==> config.mk <==
export PLATFORM = sky130hd
export DESIGN_NAME = wrfm_init
export DESIGN_NICKNAME = d
export VERILOG_FILES = /design/src/hw/rtl/wrfm_init.sv
export SDC_FILE = /design/constraint.sdc
export NUM_CORES = 1
export LEC_CHECK = 0
export BUFFER_PORTS_ARGS = -buffer_cell sky130_fd_sc_hd__buf_2
export CORE_AREA = 2 2 39 41
export CTS_CLUSTER_SIZE = 25
export DETAILED_ROUTE_END_ITERATION = 8
export DIE_AREA = 0 0 41 43
export GPL_ROUTABILITY_DRIVEN = 0
export MAX_ROUTING_LAYER = met4
export PLACE_DENSITY = 0.56
export SYNTH_ARGS = -nofsm -noshare
export SYNTH_HDL_FRONTEND = slang
export SYNTH_SLANG_ARGS = --single-unit
==> constraint.sdc <==
create_clock -name clk -period 1.89 [get_ports clk]
set_clock_uncertainty 0.05 [all_clocks]
set_input_delay 0.189 -clock clk [delete_from_list [all_inputs] [get_ports clk]]
set_output_delay 0.189 -clock clk [all_outputs]
set_load 0.02 [all_outputs]
==> src/hw/rtl/wrfm_init.sv <==
// ----------------------------------------------------------------------------
// wrfm_init
// Post-reset clearing sequencer: walks every memory row once, one per cycle.
// ----------------------------------------------------------------------------
module wrfm_init #(
    parameter int ROWS = 128,
    parameter int AW   = 7
) (
    input  logic          clk,
    input  logic          rst_n,
    output logic          active,
    output logic [AW-1:0] addr
);
    localparam logic [AW-1:0] LAST = AW'(ROWS - 1);

    logic          active_reg;
    logic [AW-1:0] cnt_reg;

    // row counter, stops after the last row
    always_ff @(posedge clk or negedge rst_n)
    begin
        if (!rst_n)
        begin
            active_reg <= 1'b1;
            cnt_reg    <= '0;
        end
        else if (active_reg)
        begin
            if (cnt_reg == LAST)
            begin
                active_reg <= 1'b0;
            end
            else
            begin
                cnt_reg <= cnt_reg + 1'b1;
            end
        end
    end

    assign active = active_reg;
    assign addr   = cnt_reg;

endmodule

; ---- Word level (Yosys, flattened, before mapping)
; Index checks and enable logic that the tools add are counted.
; Widths: inputs -> output; s select.
[totals]
elab_cells = 8
regBits = 8
output_inout_bits = 8
[classes]
bitwise = 1
addsub = 1
n_eq_ne = 1
n_reduce_logical = 1
muxes = 2
[op_table]
columns = op, count
row1 = $add 7x1->7 const B, 1
row2 = $eq 7x7->1 const B, 1
row3 = $mux 1, 2
row4 = $reduce_and 2->1, 1
row5 = $not 1->1, 1

; ---- Depth between registers and ports, before layout
[depth]
word_depth = 3
ltp_mapped = 4
ltp_nobuf = 4

; ---- Worst setup path before layout
; No wires, ideal clock.
[synth_timing]
path_type = reg-to-reg
startpoint = register cnt_reg[0], in the netlist addr[0]
endpoint = register cnt_reg[1], in the netlist addr[1]
setup_ps = 125
required_ps = 1715
t_arrival_ps = 1385
path_slack_ps = 330
synth_period_minus_slack_ps = 1560
n_path_buf = 0
stages_incl_launch_ff = 5
path_cell_list = dfrtp_1 ha_1 nand4_4 o21ai_4 mux2_4
[synth_via]
elab_chain_len = 3
[synth_lines]
columns = item, line
row1 = from (decl), 17  ; logic [AW-1:0] cnt_reg;
row2 = from (signal assigned), 35  ; cnt_reg <= cnt_reg + 1'b1;
row3 = "parallel branches: the longest is 3 deep, another holds $add 7x1->7", --
; Several ways; the timed one is not identified.
; A chain may end at the register's enable or synchronous reset.

; ---- Worst setup path in the final report
; Ends and elaborated chain as after synthesis.

==> reports/qor.csv <==
stage,metric,value,unit
status,outcome,finished clean,
drt,vias_per_cell,4.73,
clock_tree,cts_setup_buffers,0,
clock_tree,clkTransAtPathRegs,0.06,ns
die,fp.dieArea,0.00176,sq mm
min_path,min_path_type,in2async,
yosys,yosysWarnings,0,
final_layout,fin_nets,47,
global_route,globalRouteTotalUtil,0.106,
setup_path,crit_arrival,1.62,ns
setup_path,required,1.98,ns
drt,ant_nets,0,
timing,relSlewSlack,0.857,
final_layout,multi_input_comb_area,175,sq um
clock_tree,cts_made_buffers,3,
place,io_buffers,9,
clock_tree,cts_tree,done,
final_layout,layout_common_cells,"9 x buf_2, 7 x dfrtp_1, 3 x a21oi_1, 3 x clkbuf_4",
yosys,yosysUniqueCellTypes,19,
die,die_w,41,um
clock_tree,cts.sinks,8,
global_route,grt_pass1_vias,269,
clock_tree,cts_htree_levels,1,
drt,first_pass_iters,3,
die,core,0.00138,sq mm
power,total_power,322,uW
yosys,synth_area,380,sq um
final_layout,seqCellArea,201,sq um
timing,worst_slack,0.368,ns
power,power.density,669,mW/mm^2
timing,fin_crit_sh,0.805,
final_layout,final_common_cell,buf_2,
drt,wl_per_cell,11.4,um
place,place_ws,0.375,ns
final_layout,final_util,0.348,
yosys,yosys.area.top_type,dfrtp_1,
clock_tree,ctsRootBufferMaster,clkbuf_4,
yosys,synthCells,29,
timing,hold_violations,0,
flow_run,cap_violations,0,
timing,fmax,0.657,GHz
clock_tree,ctsLongestPathBuffers,2,
clock_tree,clk_latency,0.26,ns
global_route,grt_max_degree,9,
power,irDropWorstVdd,248,uV
yosys,ys_seq_elements,8,
final_layout,layoutNonFillerInstCount,59,
global_route,grt_pass1_wl,1.16,mm
setup_path,cp-start-kind,register,
final_layout,diodes,0,
timing,tightestPinTransition,0.214,ns
drt,routed_wl,674,um
yosys,syn_nets,32,
die,die_y,43,um
timing,rsz0062_at_grt,false,
global_route,grt_antenna_before_repair,0,
setup_path,path_max_fanout,5,
die,initial_utilization,0.275,
die,ioPinCount,10,
timing,setup_tns,0,ns
global_route,overflow,0,
final_layout,layout-drive-gt1-share,0.395,
yosys,synthTopCellsByArea,"dfrtp_1 46%, dfstp_2 6.9%, nand4_4 5.6%, and4_1 4.6%, xnor2_1 4.6%",
drt,num_vias,279,
power,leakage,0.272,nW
drt,drt-initial-drc-count,1,
place,dp.cells,54,
yosys,yosysTopAreaCellShare,0.461,
final_layout,fillCellCount,147,
die,num_rows,14,
timing,setup_viol,0,
timing,fin_crit,1.52,ns
final_layout,synthToLayoutAreaGrowth,26.6,%
yosys,ys_seq_area_frac,0.530,
setup_path,endpoint_kind,register,
setup_path,path_class,reg2reg,
final_layout,largest_reg_flops,7,
yosys,syn_area_per_cell,13.1,sq um
timing,drv_slew,0,
drt,drc,0,
## timing repair
action / CTS / global route
resized for setup: 0 / 0
endpoints found under the hold margin: 8 / 0
hold buffers: 1 / 0
## synthesized netlist by cell type, drive strengths merged
| cell type | number |
|---|---|
| and2 | 1 |
| o211a | 1 |
| a21oi | 3 |
| nand4 | 2 |
| xnor2 | 2 |
| nor2 | 1 |
| o21a | 1 |
| o21ai | 1 |
| and3 | 1 |
| mux2 | 1 |
| ha | 1 |
| and4 | 2 |
| dfstp | 1 |
| nand2 | 1 |
| inv | 1 |
| a31o | 1 |
| dfrtp | 7 |
| o211ai | 1 |
## kinds of logic (layout without fill, tap and decap cells)
group                    Yosys count  after routing  synth area share
flip-flops                         8              8             0.530
buffers and inverters              1             15           0.00986
AND/OR/NAND/NOR                    8              8             0.171
adder cells (fa/ha/maj)            1              1            0.0329
multiplexers                       1              1            0.0395
XOR/XNOR                           2              2            0.0461
AO/OA/AOI/OAI                      8              8             0.171
## report_power, final
part           switching, mW  internal [mW]  total [mW]  leakage, nW
sequential                 0          0.171       0.171        0.108
combinational        0.00340        0.00211     0.00551        0.148
clock                 0.0644         0.0812       0.146       0.0150
total                 0.0678          0.255       0.322        0.272
## path summary, 6_finish.rpt
| path | start | end | slack [ns] | cells after the start |
|---|---|---|---|---|
| worst min register to register | active | active | 0.48 | 2 |
| min in group clk | active | active | 0.48 | 2 |
| worst max-delay path | addr[0] | addr[1] | 0.37 | 4 |
| worst max register to register | addr[0] | addr[1] | 0.37 | 4 |
| max in group asynchronous | rst_n | active | 1.30 | 2 |
| worst min-delay path | rst_n | addr[5] | 0.25 | 2 |
## cell type report
cell class / instances / area share
Inverter: 1 / 0.00779
Multi-Input combinational cell: 20 / 0.364
Tap cell: 16 / 0.0416
Sequential cell: 8 / 0.418
Clock buffer: 4 / 0.0545
Timing Repair Buffer: 10 / 0.114
## critical path, stage by stage, from the launching register on
cell,delay (ns)
dfrtp_1,0.40
ha_1,0.29
nand4_4,0.16
o21ai_4,0.20
mux2_4,0.31
## metal layers
| layer | wire, um | track usage | part of all wire | up-vias |
|---|---|---|---|---|
| met2 | 285 | 0.128 | 0.42 | 7 |
| met5 | 0 | - | 0 | - |
| met3 | 51 | 0.0471 | 0.076 | 0 |
| li1 | - | - | - | 137 |
| met4 | 0 | 0.0800 | 0 | 0 |
| met1 | 338 | 0.132 | 0.50 | 135 |
## metrics by stage
step | hold WS [ns] | area, sq um
after global routing | 0.265 | 482
after floorplan | -0.157 | 380
after detailed placement | -0.00759 | 445
after CTS | 0.245 | 482
after global placement | -0.00463 | 445
final | 0.247 | 482
Note: power is estimated with default switching activity, not from simulation.
