<file path="src/hw/rtl/wrfm_pkg.sv">
// ----------------------------------------------------------------------------
// wrfm_pkg
// Shared types and codes of the warp register file with masked writes.
// ----------------------------------------------------------------------------
package wrfm_pkg;

    // operation codes
    localparam logic OP_READ  = 1'b0;
    localparam logic OP_WRITE = 1'b1;

    // register file selector codes (code 3 behaves as none)
    localparam logic [1:0] RF_NONE  = 2'd0;
    localparam logic [1:0] RF_INT   = 2'd1;
    localparam logic [1:0] RF_FLOAT = 2'd2;

    // lanes carried on the ports and width of the float file
    localparam int LANES_IO = 4;
    localparam int FLT_W    = 64;

    // what the output stage needs to know about the item in flight
    typedef struct packed {
        logic rd_int;   // integer read, take integer memory data
        logic rd_flt;   // float read, take float memory data
        logic err;      // warp slot out of range
    } wrfm_meta_t;

endpackage

</file>
<file path="src/hw/rtl/wrfm_out.sv">
// ----------------------------------------------------------------------------
// wrfm_out
// Result stage: picks lane values from the memory read data and holds the
// result item until the receiver takes it.
// ----------------------------------------------------------------------------
module wrfm_out #(
    parameter int THREADS = 4,
    parameter int XLEN    = 32
) (
    input  logic                              clk,
    input  logic                              rst_n,
    input  logic                              s1_valid,
    input  wrfm_pkg::wrfm_meta_t              s1_meta,
    input  logic [THREADS*XLEN-1:0]           int_rdata,
    input  logic [THREADS*wrfm_pkg::FLT_W-1:0] flt_rdata,
    output logic                              s1_take,
    output logic                              out_valid,
    input  logic                              out_stall,
    output logic [63:0]                       lane0_value,
    output logic [63:0]                       lane1_value,
    output logic [63:0]                       lane2_value,
    output logic [63:0]                       lane3_value,
    output logic                              slot_error
);
    import wrfm_pkg::*;

    logic        valid_reg;
    logic [63:0] value_reg [LANES_IO];
    logic [63:0] value_next [LANES_IO];
    logic        err_reg;

    // stage 1 moves on when the output register is free or being taken
    assign s1_take = s1_valid && (!valid_reg || !out_stall);

    // lane value select, zero-extend integers
    always_comb
    begin
        for (int t = 0; t < LANES_IO; t++)
        begin
            value_next[t] = '0;
        end
        for (int t = 0; t < THREADS; t++)
        begin
            if (s1_meta.rd_int)
            begin
                value_next[t] = 64'(int_rdata[t*XLEN +: XLEN]);
            end
            else if (s1_meta.rd_flt)
            begin
                value_next[t] = flt_rdata[t*FLT_W +: FLT_W];
            end
        end
    end

    // output valid
    always_ff @(posedge clk or negedge rst_n)
    begin
        if (!rst_n)
        begin
            valid_reg <= 1'b0;
        end
        else if (s1_take)
        begin
            valid_reg <= 1'b1;
        end
        else if (!out_stall)
        begin
            valid_reg <= 1'b0;
        end
    end

    // output payload
    always_ff @(posedge clk)
    begin
        if (s1_take)
        begin
            value_reg <= value_next;
            err_reg   <= s1_meta.err;
        end
    end

    assign out_valid   = valid_reg;
    assign lane0_value = value_reg[0];
    assign lane1_value = value_reg[1];
    assign lane2_value = value_reg[2];
    assign lane3_value = value_reg[3];
    assign slot_error  = err_reg;

endmodule

</file>
<file path="config.mk">
export PLATFORM = sky130hd
export DESIGN_NAME = wrfm_out
export DESIGN_NICKNAME = d
export VERILOG_FILES = /design/src/hw/rtl/wrfm_pkg.sv /design/src/hw/rtl/wrfm_out.sv
export SDC_FILE = /design/constraint.sdc
export NUM_CORES = 1
export LEC_CHECK = 0
export ABC_AREA = 1
export ABC_CLOCK_PERIOD_IN_PS = 48900
export BUFFER_PORTS_ARGS = -buffer_cell sky130_fd_sc_hd__buf_2
export CAP_MARGIN = 20
export CORE_AREA = 4 4 252 254
export DETAILED_ROUTE_END_ITERATION = 12
export DIE_AREA = 0 0 256 258
export PLACE_DENSITY = 0.49
export SLEW_MARGIN = 20
export SYNTH_ARGS = -nofsm -noshare
export SYNTH_HDL_FRONTEND = slang
export SYNTH_SLANG_ARGS = --single-unit
</file>
<file path="constraint.sdc">
create_clock -name clk -period 48.9 [get_ports clk]
set_clock_uncertainty 0.15 [all_clocks]
set_input_delay 4.89 -clock clk [delete_from_list [all_inputs] [get_ports clk]]
set_output_delay 4.89 -clock clk [all_outputs]
set_load 0.02 [all_outputs]
</file>
* After elaboration in Yosys (flattened, before gate mapping) *
Cells that the tools add are included.

storage, ports and cells
  register bits = 258
  bits of input ports = 391
  logic and storage cells = 27

operators by class
  eq/ne operators = 1
  muxes and demuxes = 10
  bitwise gates (word level) = 1
  reductions and logical operators = 5

operators by type and width
  cell                count
  $mux 32             8
  $logic_not 1->1     2
  $mux 1              2
  $ne 2x2->1 const B  1
  $reduce_or 2->1     1
  $logic_and 1x1->1   1
  $logic_or 1x1->1    1
  $not 1->1           1

* Longest topological paths before layout *
Gate-level depths: netlist of the first run.

  word-level depth = 4
  mapped depth = 5
  mapped depth without buffers = 3

* Least setup slack after synthesis of the first run *
Ideal clock, no wire load.

  path kind = input to output
  start point = input port s1_valid
  end point = output port s1_take
  arrival time = 17.536 ns
  data required time = 43.860 ns
  slack = 26.324 ns
  cell stages on the path = 2
  cells stage by stage = inv_1 a21oi_1

on the way
  cells in the longest elaborated chain, start to end = 1

RTL lines
  item               RTL line        source
  from (decl)        wrfm_out.sv:12  input logic s1_valid,
  $logic_and 1x1->1  wrfm_out.sv:33  assign s1_take = s1_valid && (!valid_reg || !out_stall);
  to (decl)          wrfm_out.sv:16  output logic s1_take,

No other way between the ends.

* Worst setup path after layout of the first run *
  start point = input port out_stall
  end point = output port s1_take

on the way
  cells in the longest elaborated chain, start to end = 3

RTL lines
  item               RTL line        source
  from (decl)        wrfm_out.sv:18  input logic out_stall,
  $logic_not 1->1    -
  $logic_or 1x1->1   wrfm_out.sv:33
  $logic_and 1x1->1  wrfm_out.sv:33

No other way between the ends.

==> results.py, run 1 <==
metrics = {
    "status": {
        "status": "finished, final reports clean",
    },
    "global_routing": {
        "grt_antenna_before_repair": 4,
        "grt_max_degree": 78,
        "grt_pass1_vias": 9456,
        "grt_usage_pct": 10.9,
        "grt_overflow": 0,
        "grt_pass1_wl_mm": 56.5,
    },
    "clocking": {
        "cts.sinks": 258,
        "root_buffer": "clkbuf_16",
        "postCtsHoldBufs": 0,
        "path_clk_slew_ns": 0.06,
        "cts_setup_buffers": 0,
        "htreeDepth": 1,
        "cts_buffers": 30,
        "clock_latency_ns": 0.55,
        "cts_tree": "yes",
        "cts_buffer_depth": 3,
        "post_cts_resize_count": 0,
    },
    "place": {
        "io_buffers": 649,
        "hpwl_mm": 30.3,
        "place_congestion": 0.892,
        "pre_cts_slack_ns": 37.75,
    },
    "drt": {
        "drt_wl_total_mm": 38.9,
        "vias_per_cell": 3.84,
        "drt-pass1-iter-count": 5,
        "ant_nets": 0,
        "post-route-drc-count": 0,
        "wl_per_cell_um": 16.2,
        "num_vias": 9252,
        "drt_iter0_markers": 564,
    },
    "critical_path": {
        "rr_worst_depth": 4,
        "r2r-start": "out_valid",
        "cp_max_fo": 57,
        "cp-start-kind": "input pin",
        "critPathRequiredTime_ns": 43.86,
        "r2r-end": "lane3_value[47]",
        "worst_ep_arrival_time_ns": 6.06,
        "end_kind": "output port",
        "rrSetupSlack_ns": 45.36,
        "crit_type": "in -> out",
    },
    "cells_and_area": {
        "drive_above_1_share_pct": 43.1,
        "fin_nets": 1987,
        "finish.utilization_pct": 25.4,
        "syn_to_final_growth_pct": 46.0,
        "layout_common_cells": "buf_2 (647), nand2_1 (258), edfxtp_1 (257)",
        "final_common_cell": "buf_2",
    },
    "floorplanning": {
        "dieArea_um2": 66000,
        "num_rows": 91,
        "io_pins": 650,
        "die_w_um": 256,
        "die-height_um": 258,
        "start_util_pct": 17.4,
        "core_area_um2": 61300,
    },
    "yosys": {
        "syn-cell-area_um2": 10700,
        "syn-mean-instance-area_um2": 11.1,
        "yosys_warnings": 0,
        "ys_seq_area_share_pct": 72.6,
        "syn_nets": 1351,
        "syn-instance-count": 960,
        "synth_cell_type_count": 10,
        "ys_seq_elements": 258,
    },
    "worst_hold_path": {
        "hold_depth": 2,
        "min_from": "out_valid",
        "hp-class": "reg -> reg",
        "holdPathEnd": "out_valid",
    },
    "timing": {
        "relSlewSlack_pct": 34.0,
        "timing.setup.tns_ns": 0,
        "hold_viol": 0,
        "setup_viol": 0,
        "drv_slew": 0,
        "min_period_over_period_pct": 22.7,
        "rsz0062_at_grt": "false",
        "fmax_mhz": 90.1,
        "worst_slack_ns": 37.80,
        "post-route-min-period_ns": 11.10,
        "worst_slew_pin_slew_ns": 0.991,
    },
    "power_and_ir_drop": {
        "intPower_uw": 405,
        "p_leak_nw": 7.69,
        "p_sw_share_pct": 25.4,
        "ir_drop_mv": 0.0213,
        "clkPwrFrac_pct": 37.9,
        "power_per_cell_area_nw_per_um2": 34.9,
        "p_sw_uw": 138,
        "combPwrFrac_pct": 13.7,
        "seq_power_share_pct": 48.4,
    },
    "job": {
        "maxCapViolCount": 0,
    },
}
==> kinds of logic after synthesis <==
family	share of synthesized area, %
simple gates	19.6
flops	72.6
buf+inv	7.72
compound gates	0.0469
==> power by group through the flow <==
stage	Combinational, mW	Sequential (mW)	Clock (mW)
final	0.0743	0.263	0.206
after floorplan	0.0209	0.291	0
after global placement	0.0753	0.268	0
after global routing	0.0811	0.264	0.222
after detailed placement	0.0760	0.268	0
after CTS	0.0760	0.264	0.214
==> worst max path at each step <==
stage / startpoint / to / cells past startpoint
2_1_floorplan: s1_valid / s1_take / 2
3_3_place_gp: out_stall / s1_take / 4
3_5_place_dp: out_stall / s1_take / 4
4_1_cts: out_stall / s1_take / 4
5_1_grt: out_stall / s1_take / 4
6_report: out_stall / s1_take / 4
==> per-stage QoR <==
stage / power [mW] / instance area, µm² / hold slack, ns / cells
detailed placement: 0.344 / 14700 / 0.425 / 2354
floorplan: 0.312 / 10700 / 0.436 / 960
global route: 0.568 / 15600 / 0.461 / 2408
finish: 0.543 / 15600 / 0.428 / 2408
CTS: 0.554 / 15600 / 0.438 / 2407
global placement: 0.343 / 14700 / 0.399 / 2354
==> per-layer routing <==
layer,wire length (µm),global-route usage [%]
met3,3840,3.95
met2,18800,19.0
met1,14800,12.1
met4,1530,4.42
met5,39,0
==> registers in the layout (all words and copies together) (netlist names) <==
register	flops
lane1_value	64
slot_error	1
lane0_value	64
lane2_value	64
out_valid	1
lane3_value	64
==> layout make-up <==
class                   count  area [µm²]
inverters                 130         490
diodes                      1        2.50
well taps                 790         988
clock buffers              43         821
fillers                  6680       45700
multi-input cells         516        2120
flip-flops and latches    258        7740
clock inverters            10        70.1
repair buffers            660        3340
==> worst max-delay path: stages <==
cell     delay [ns]
buf_2          0.12
a21oi_4        0.13
buf_4          0.60
buf_2          0.29
==> synthesized netlist by cell type <==
master	number	area, µm²
nand2_1	259	972
edfxtp_1	257	7720
inv_1	129	484
nand3_1	128	641
nor2_1	128	480
buf_2	34	170
buf_4	22	165
a21oi_1	1	5.00
dfrtp_1	1	25.0
inv_2	1	3.75
Power figures use the tool's default switching activity.
==> inputs of run 2 (changes only) <==
--- a/config.mk
+++ b/config.mk
@@ -6,7 +6,7 @@
 export NUM_CORES = 1
 export LEC_CHECK = 0
 export ABC_AREA = 1
-export ABC_CLOCK_PERIOD_IN_PS = 48900
+export ABC_CLOCK_PERIOD_IN_PS = 11300
 export BUFFER_PORTS_ARGS = -buffer_cell sky130_fd_sc_hd__buf_2
 export CAP_MARGIN = 20
 export CORE_AREA = 4 4 252 254
==> constraint.sdc (replaced) <==
create_clock -name clk -period 11.3 [get_ports clk]
set_clock_uncertainty 0.15 [all_clocks]
set_input_delay 1.13 -clock clk [delete_from_list [all_inputs] [get_ports clk]]
set_output_delay 1.13 -clock clk [all_outputs]
set_load 0.02 [all_outputs]
==> results.py, run 2 (synthesis results as in run 1) <==
metrics = {
    "status": {
        "status": "finished, final reports clean",
    },
    "clocking": {
        "cts_tree": "yes",
        "htreeDepth": 1,
        "postCtsHoldBufs": 0,
        "path_clk_slew_ns": 0.06,
        "cts_buffers": 31,
        "clock_latency_ns": 0.55,
        "cts_buffer_depth": 3,
        "cts_setup_buffers": 0,
        "cts.sinks": 258,
        "root_buffer": "clkbuf_16",
        "post_cts_resize_count": 0,
    },
    "drt": {
        "post-route-drc-count": 0,
        "drt_iter0_markers": 464,
        "ant_nets": 0,
        "drt_wl_total_mm": 40.5,
        "wl_per_cell_um": 16.8,
        "drt-pass1-iter-count": 5,
        "vias_per_cell": 3.79,
        "wl_met1_mm": 14.9,
        "num_vias": 9118,
        "top_layer": "met4",
        "wl_met3_mm": 4.14,
        "met2_length_mm": 20.0,
    },
    "critical_path": {
        "worst_ep_arrival_time_ns": 3.54,
        "cp_max_fo": 87,
        "crit_type": "in -> reg",
        "critPathRequiredTime_ns": 11.42,
        "critical_path_buf_inv_count": 3,
        "cp-startpoint": "s1_meta[2]",
        "slowest_stage": "buf_4",
        "slowest_delay_ns": 0.77,
        "end_kind": "flip-flop",
        "critical-path-top-delay-family": "buffers and inverters",
        "critPathMostFrequentCell": "buf_4",
        "cp-start-kind": "input pin",
        "path_cells": "buf_4 -> inv_4 -> nand2_4 -> buf_4 -> nor2_1",
        "r2r-start": "out_valid",
    },
    "place": {
        "place_congestion": 0.871,
        "io_buffers": 649,
        "hpwl_mm": 31.3,
    },
    "timing": {
        "rsz0062_at_grt": "false",
        "hold_viol": 0,
        "drv_slew": 0,
        "worst_slew_pin_slew_ns": 1.08,
        "min_period_over_period_pct": 30.3,
        "holdWs_ns": 0.187,
        "post-route-min-period_ns": 3.42,
        "fmax_mhz": 293,
        "timing.setup.tns_ns": 0,
        "relSlewSlack_pct": 28.1,
        "setup_viol": 0,
    },
    "cells_and_area": {
        "final_common_cell": "buf_2",
        "fin_nets": 1984,
        "layout_common_cells": "buf_2 (647), nand2_1 (258), edfxtp_1 (257)",
        "fillers": 6650,
        "syn_to_final_growth_pct": 46.3,
        "drive_above_1_share_pct": 43.4,
    },
    "power_and_ir_drop": {
        "p_sw_uw": 620,
        "p_leak_nw": 7.71,
        "combPwrFrac_pct": 13.4,
        "power_per_cell_area_nw_per_um2": 154,
        "intPower_mw": 1.78,
        "clkPwrFrac_pct": 39.0,
        "ir_drop_mv": 0.0943,
        "p_sw_share_pct": 25.9,
        "seq_power_share_pct": 47.6,
    },
    "floorplanning": {
        "num_rows": 91,
        "core_area_um2": 61300,
        "dieArea_um2": 66000,
        "die_w_um": 256,
        "io_pins": 650,
        "die-height_um": 258,
        "start_util_pct": 17.4,
    },
    "global_routing": {
        "grt_antenna_before_repair": 2,
        "grt_usage_pct": 11.4,
        "grt_pass1_wl_mm": 58.8,
        "grt_overflow": 0,
        "grt_pass1_vias": 9783,
        "grt_max_degree": 147,
    },
    "job": {
        "maxCapViolCount": 0,
    },
    "worst_hold_path": {
        "hp-class": "in -> async",
    },
}
==> run 2: cell types whose count changed in the layout (fill, tap and decap cells not counted), sizes merged <==
cell	change
clkinv	+7
bufinv	+1
clkinvlp	+2
buf	-4
clkbuf	-6
==> run 2: cell type report <==
class,count,area [µm²],share of cell area (%)
Sequential cell,258,7740,49.6
Timing Repair Buffer,656,3320,21.3
Multi-Input combinational cell,516,2120,13.6
Tap cell,790,988,6.34
Clock buffer,37,798,5.12
Inverter,130,490,3.14
Clock inverter,20,145,0.930
Antenna cell,1,2.50,0.0160
==> run 2: path summary, 6_finish.rpt <==
check | endpoint | slack, ns | cells past startpoint
worst max-delay path | lane3_value[51] | 7.88 | 5
worst min-delay path | out_valid | 0.19 | 1
worst max register to register | lane1_value[44] | 8.65 | 3
worst min register to register | out_valid | 0.40 | 2
max in group asynchronous | out_valid | 10.73 | 1
min in group clk | out_valid | 0.40 | 2
==> run 2: routing by layer <==
metal / up-vias / global-route usage, %
li1: 4379 / -
met1: 4180 / 12.3
met2: 494 / 20.5
met3: 65 / 4.38
met4: 0 / 4.16
met5: - / 0
==> run 2: power by group through the flow <==
stage               logic [mW]  registers (mW)  clock network [mW]
floorplan               0.0904            1.25                   0
global placement         0.327            1.16                   0
detailed placement       0.329            1.16                   0
CTS                      0.330            1.14               0.977
global route             0.353            1.15                1.01
finish                   0.322            1.14               0.935
==> run 2: worst register-to-register path, cell delays in order (launching register included) <==
cell and delay (ns):
dfrtp_1 0.41, a21oi_4 0.15, buf_4 0.65, buf_12 0.50
==> run 2: through the flow <==
step / area (µm²) / setup WS [ns] / std cells / utilization, % / total power [mW]
2_1_floorplan: 10700 / 1.95 / 960 / - / 1.34
3_3_place_gp: 14700 / 7.32 / 2350 / 23.9 / 1.49
3_5_place_dp: 14700 / 7.22 / 2350 / 23.9 / 1.49
4_1_cts: 15600 / 7.84 / 2407 / 25.5 / 2.45
5_1_grt: 15600 / 7.64 / 2408 / 25.5 / 2.51
6_report: 15600 / 7.88 / 2408 / 25.5 / 2.40
